**src/rtl/trdt_pkg.sv**
```systemverilog
package trdt_pkg;

    localparam int TILE_W_DEF = 64;
    localparam int TILE_H_DEF = 32;

    localparam int DEPTH_W = 24;
    localparam int EDGE_W  = 36;
    localparam int HALF_W  = 18;
    localparam int ACC_W   = 80;

    localparam logic [1:0] KIND_BEGIN = 2'd0;
    localparam logic [1:0] KIND_TRI   = 2'd1;
    localparam logic [1:0] KIND_READ  = 2'd2;
    localparam logic [1:0] KIND_NONE  = 2'd3;

    typedef struct packed {
        logic [1:0]          kind;
        logic signed [15:0]  vx0;
        logic signed [15:0]  vy0;
        logic signed [15:0]  vx1;
        logic signed [15:0]  vy1;
        logic signed [15:0]  vx2;
        logic signed [15:0]  vy2;
        logic [DEPTH_W-1:0]  depth_base;
        logic signed [39:0]  depth_per_beta;
        logic signed [39:0]  depth_per_gamma;
        logic [11:0]         pos_x;
        logic [11:0]         pos_y;
    } t_item;

    typedef struct packed {
        logic init_busy;
        logic take;
    } t_back_stat;

    typedef enum logic [3:0] {
        S_CLEAR,
        S_IDLE,
        S_RD1,
        S_RD2,
        S_SET1,
        S_SET2,
        S_PIX_A,
        S_PIX_E,
        S_PIX_T,
        S_MUL,
        S_WB
    } t_back_state;

endpackage

```
**src/rtl/trdt_front.sv**
```systemverilog
module trdt_front
    import trdt_pkg::*;
(
    input  logic       i_clk,
    input  logic       i_rst_n,
    input  logic       i_push,
    input  t_item      i_item,
    input  t_back_stat i_stat,
    output logic       o_full,
    output logic       o_valid,
    output t_item      o_item
);

    t_item      r_q [2];
    logic       r_wp, r_rp;
    logic [1:0] r_cnt;
    logic       w_enq, w_deq;

    assign o_full  = (r_cnt == 2'd2) || i_stat.init_busy;
    assign o_valid = (r_cnt != 2'd0);
    assign o_item  = r_q[r_rp];
    // drop unused kind codes at the door
    assign w_enq   = i_push && !o_full && (i_item.kind != KIND_NONE);
    assign w_deq   = i_stat.take && o_valid;

    always_ff @(posedge i_clk) begin
        if (!i_rst_n) begin
            r_wp  <= 1'b0;
            r_rp  <= 1'b0;
            r_cnt <= 2'd0;
        end else begin
            if (w_enq) r_wp <= ~r_wp;
            if (w_deq) r_rp <= ~r_rp;
            r_cnt <= r_cnt + {1'b0, w_enq} - {1'b0, w_deq};
        end
    end

    always_ff @(posedge i_clk) begin
        if (w_enq) r_q[r_wp] <= i_item;
    end

endmodule

```
**config.mk**
```make
export PLATFORM = sky130hd
export DESIGN_NAME = trdt_front
export DESIGN_NICKNAME = d
export VERILOG_FILES = /design/src/rtl/trdt_pkg.sv /design/src/rtl/trdt_front.sv
export SDC_FILE = /design/constraint.sdc
export NUM_CORES = 1
export LEC_CHECK = 0
export BUFFER_PORTS_ARGS = -buffer_cell sky130_fd_sc_hd__buf_2
export CORE_UTILIZATION = 25
export CTS_CLUSTER_SIZE = 14
export DETAILED_ROUTE_END_ITERATION = 8
export GPL_ROUTABILITY_DRIVEN = 0
export GPL_TIMING_DRIVEN = 1
export PLACE_DENSITY_LB_ADDON = 0.2
export SETUP_SLACK_MARGIN = 0.05
export SYNTH_ARGS = -nofsm -noshare
export SYNTH_HDL_FRONTEND = slang
export SYNTH_SLANG_ARGS = --single-unit
export TNS_END_PERCENT = 50
```
**constraint.sdc**
```tcl
create_clock -name i_clk -period 11.3 [get_ports i_clk]
set_input_delay 1.13 -clock i_clk [delete_from_list [all_inputs] [get_ports i_clk]]
set_output_delay 1.13 -clock i_clk [all_outputs]
set_load 0.05 [all_outputs]
```
==> metrics.md <==
| Metric | Value |
|---|---|
| Rel. slew slack | `0.249` |
| Cells on worst reg2reg path | `5` |
| Maximum number of pins on one net before global-route repair | `66` |
| Buffer levels on the longest clock path | `3` |
| Final min period | `about 4.6 ns` |
| Multi-input gate area | `around 3200 µm²` |
| Filler cell count | `6577` |
| Final nets | `1460` |
| Outcome | `complete, no violations` |
| Post-route clock period utilization | `0.407` |
| Clock Tree Root | `clkbuf_16` |
| First-pass GRT wire length | `between 50 and 60 mm` |
| Hold buffers post-CTS | `0` |
| Final wirelength | `between 30 and 40 mm` |
| Critical R2R Launch | `r_cnt[0]` |
| Die Area | `between 60000 and 70000 µm²` |
| Post-CTS Setup Bufs | `0` |
| Post-detailed-route count of antenna-violating nets | `0` |
| Async SR Flop Fraction | `0` |
| H-tree levels | `2` |
| CTS sink cnt | `~460` |
| Highest clock rate | `~0.22 GHz` |
| Crit path DAT | `about 3.5 ns` |
| Placed Area | `a little over 20000 µm²` |
| Core area | `between 60000 and 70000 µm²` |
| DRT iter0 DRCs | `roughly 390` |
| Hold_sp | `r_wp` |
| Post-synth EDFFs | `~450` |
| Clock Skew | `0.0112 ns` |
| Pre-antenna DRT Iters | `4` |
| WS Path Type | `reg -> out` |
| Std-Cell Rows | `95` |
| Place WS | `~7.2 ns` |
| Syn_area_per_cell | `~23 µm²` |
| Register area share after synthesis | `0.799` |
| Final Max Tran Viols | `0` |
| Top-count cell post-synth | `edfxtp_1` |
| Register Area | `13700 µm²` |
| IO Count | `between 400 and 500` |
| Via count | `8499` |
| CTS resizes | `0` |
| Peak supply drop | `139 µV` |
| Vias in the first global route | `8991` |
| Vias/cell | `between 3 and 4` |
| Fin util | `0.325` |
| Die Wd | `roughly 260 µm` |
| CTS tree | `built` |
| Warnings, synthesis | `0` |
| Top cells by area, synth | `edfxtp_1 79%, mux2_4 12%, mux2_2 5.7%` |
| Layout cells sized above 1 | `0.608` |
| Worst hold path class | `reg -> reg` |
| Setup-failing EPs final | `0` |
| Reg-to-reg setup timing slack | `between 8 and 9 ns` |
| Synth Net Count | `about 960` |
| Port Buffers | `roughly 460` |
| Gr usage total | `0.108` |
| Clk Latency, worst-skew pair | `~0.56 ns` |
| Cell taking the most area after synthesis | `edfxtp_1` |
| Placed Cells | `2048` |
| Setup_tns | `0 ns` |
| Synthesized area | `17100 µm²` |
| Synth cell count leaders | `452 x edfxtp_1, 140 x mux2_4, 86 x mux2_2` |
| Routed len/inst | `18.2 µm` |
| Total power | `between 4 and 5 mW` |
| RSZ-0062 raised after global routing | `no` |
| Final WS setup | `6.70 ns` |
| Synth-to-Final Area Change | `28.3%` |
| Antenna violations before repair | `11` |
| CTS Buf Count | `50` |
| Maxcap violations | `0` |
| Slew of the pin with the lowest slew margin | `around 1.1 ns` |
| Cell variety after synth | `18` |
| Detailed Place HPWL | `around 26 mm` |
| Crit end category | `output pin` |
| CP max FO | `65` |
| DRC | `0` |
| Starting density of the core | `0.254` |
| Static leakage | `8.18 nW` |
| Ys flop type | `edfxtp_1` |
| Synth top area share | `0.793` |
| #FFs+latches synth | `~460` |
| Layout Cells excl Fill | `~2100` |
| Die Span Y | `~260 µm` |
| Grt ovf | `0` |
| Worst EP required | `10.17 ns` |
| Post-Synthesis Cells | `730` |
| Final Cell Area | `roughly 22000 µm²` |
| Crit path to | `o_item[158]` |
| Pwr per Cell Area | `roughly 230 nW/µm²` |
| Startpoint types | `flop` |
| Hold slack | `~0.52 ns` |
| Reg2reg end | `r_q[1][0]` |
| Fin. Hold Viols | `0` |
| Clk slew on worst S/H paths | `roughly 0.060 ns` |
## metal layers
| layer | part of all wire | global-route usage |
|---|---|---|
| met1 | 0.38 | 0.122 |
| met2 | 0.50 | 0.184 |
| met3 | 0.090 | 0.0451 |
| met4 | 0.022 | 0.0343 |
| met5 | 0.0032 | 0 |
## critical path, cell delays in order (launching register included)
cell and delay [ns]:
dfxtp_4 0.53, buf_4 0.82, buf_4 0.78, mux2_4 0.35
buf_2 0.22
## cell usage in the layout (no fill, tap or decap), drive strengths merged
cell type	netlist	final
buf	25	470
edfxtp	452	452
mux2	226	226
clkbuf	0	62
clkinv	0	19
bufinv	0	5
dfxtp	5	5
inv	2	4
nand2	3	3
xnor2	3	3
nand2b	2	2
nor2	2	2
nor2b	2	2
and2	2	2
ha	2	2
diode	0	1
o21a	1	1
nand4b	1	1
or2	1	1
mux2i	1	1
## worst min path at each step
stage               endpoint  slack (ns)  cells after the start
global placement        r_wp        0.49                      2
CTS                     r_wp        0.53                      2
finish                  r_wp        0.52                      2
global route            r_wp        0.54                      2
detailed placement      r_wp        0.52                      2
floorplan               r_wp        0.45                      2
## power breakdown
part / internal, mW / switching, mW / total [mW] / leakage (nW)
Combinational: 0.430 / 0.956 / 1.39 / 3.24
Sequential: 1.96 / 0.0294 / 1.99 / 4.16
Clock: 0.938 / 0.635 / 1.57 / 0.776
## area by class of cell
class,instances,area share
diodes,1,0.000114
clock inverters,26,0.0119
clock buffers,62,0.0600
repair buffers,470,0.108
well taps,873,0.0497
flip-flops and latches,457,0.623
multi-input cells,246,0.147
inverters,2,0.000342
## cells by family after synthesis
| group | Yosys count | share of synthesized area |
|---|---|---|
| compound gates | 1 | 0.000439 |
| xor+xnor | 3 | 0.00153 |
| fa+ha+maj | 2 | 0.00146 |
| buf+inv | 27 | 0.0140 |
| flops | 457 | 0.799 |
| mux | 227 | 0.180 |
| simple gates | 13 | 0.00417 |
## state kept, by name (all words and copies together) (netlist names), named ones only
signal  cells
r_wp        1
r_q       452
r_rp        1
r_cnt       2
No activity file was read; power rests on OpenSTA's default activity.
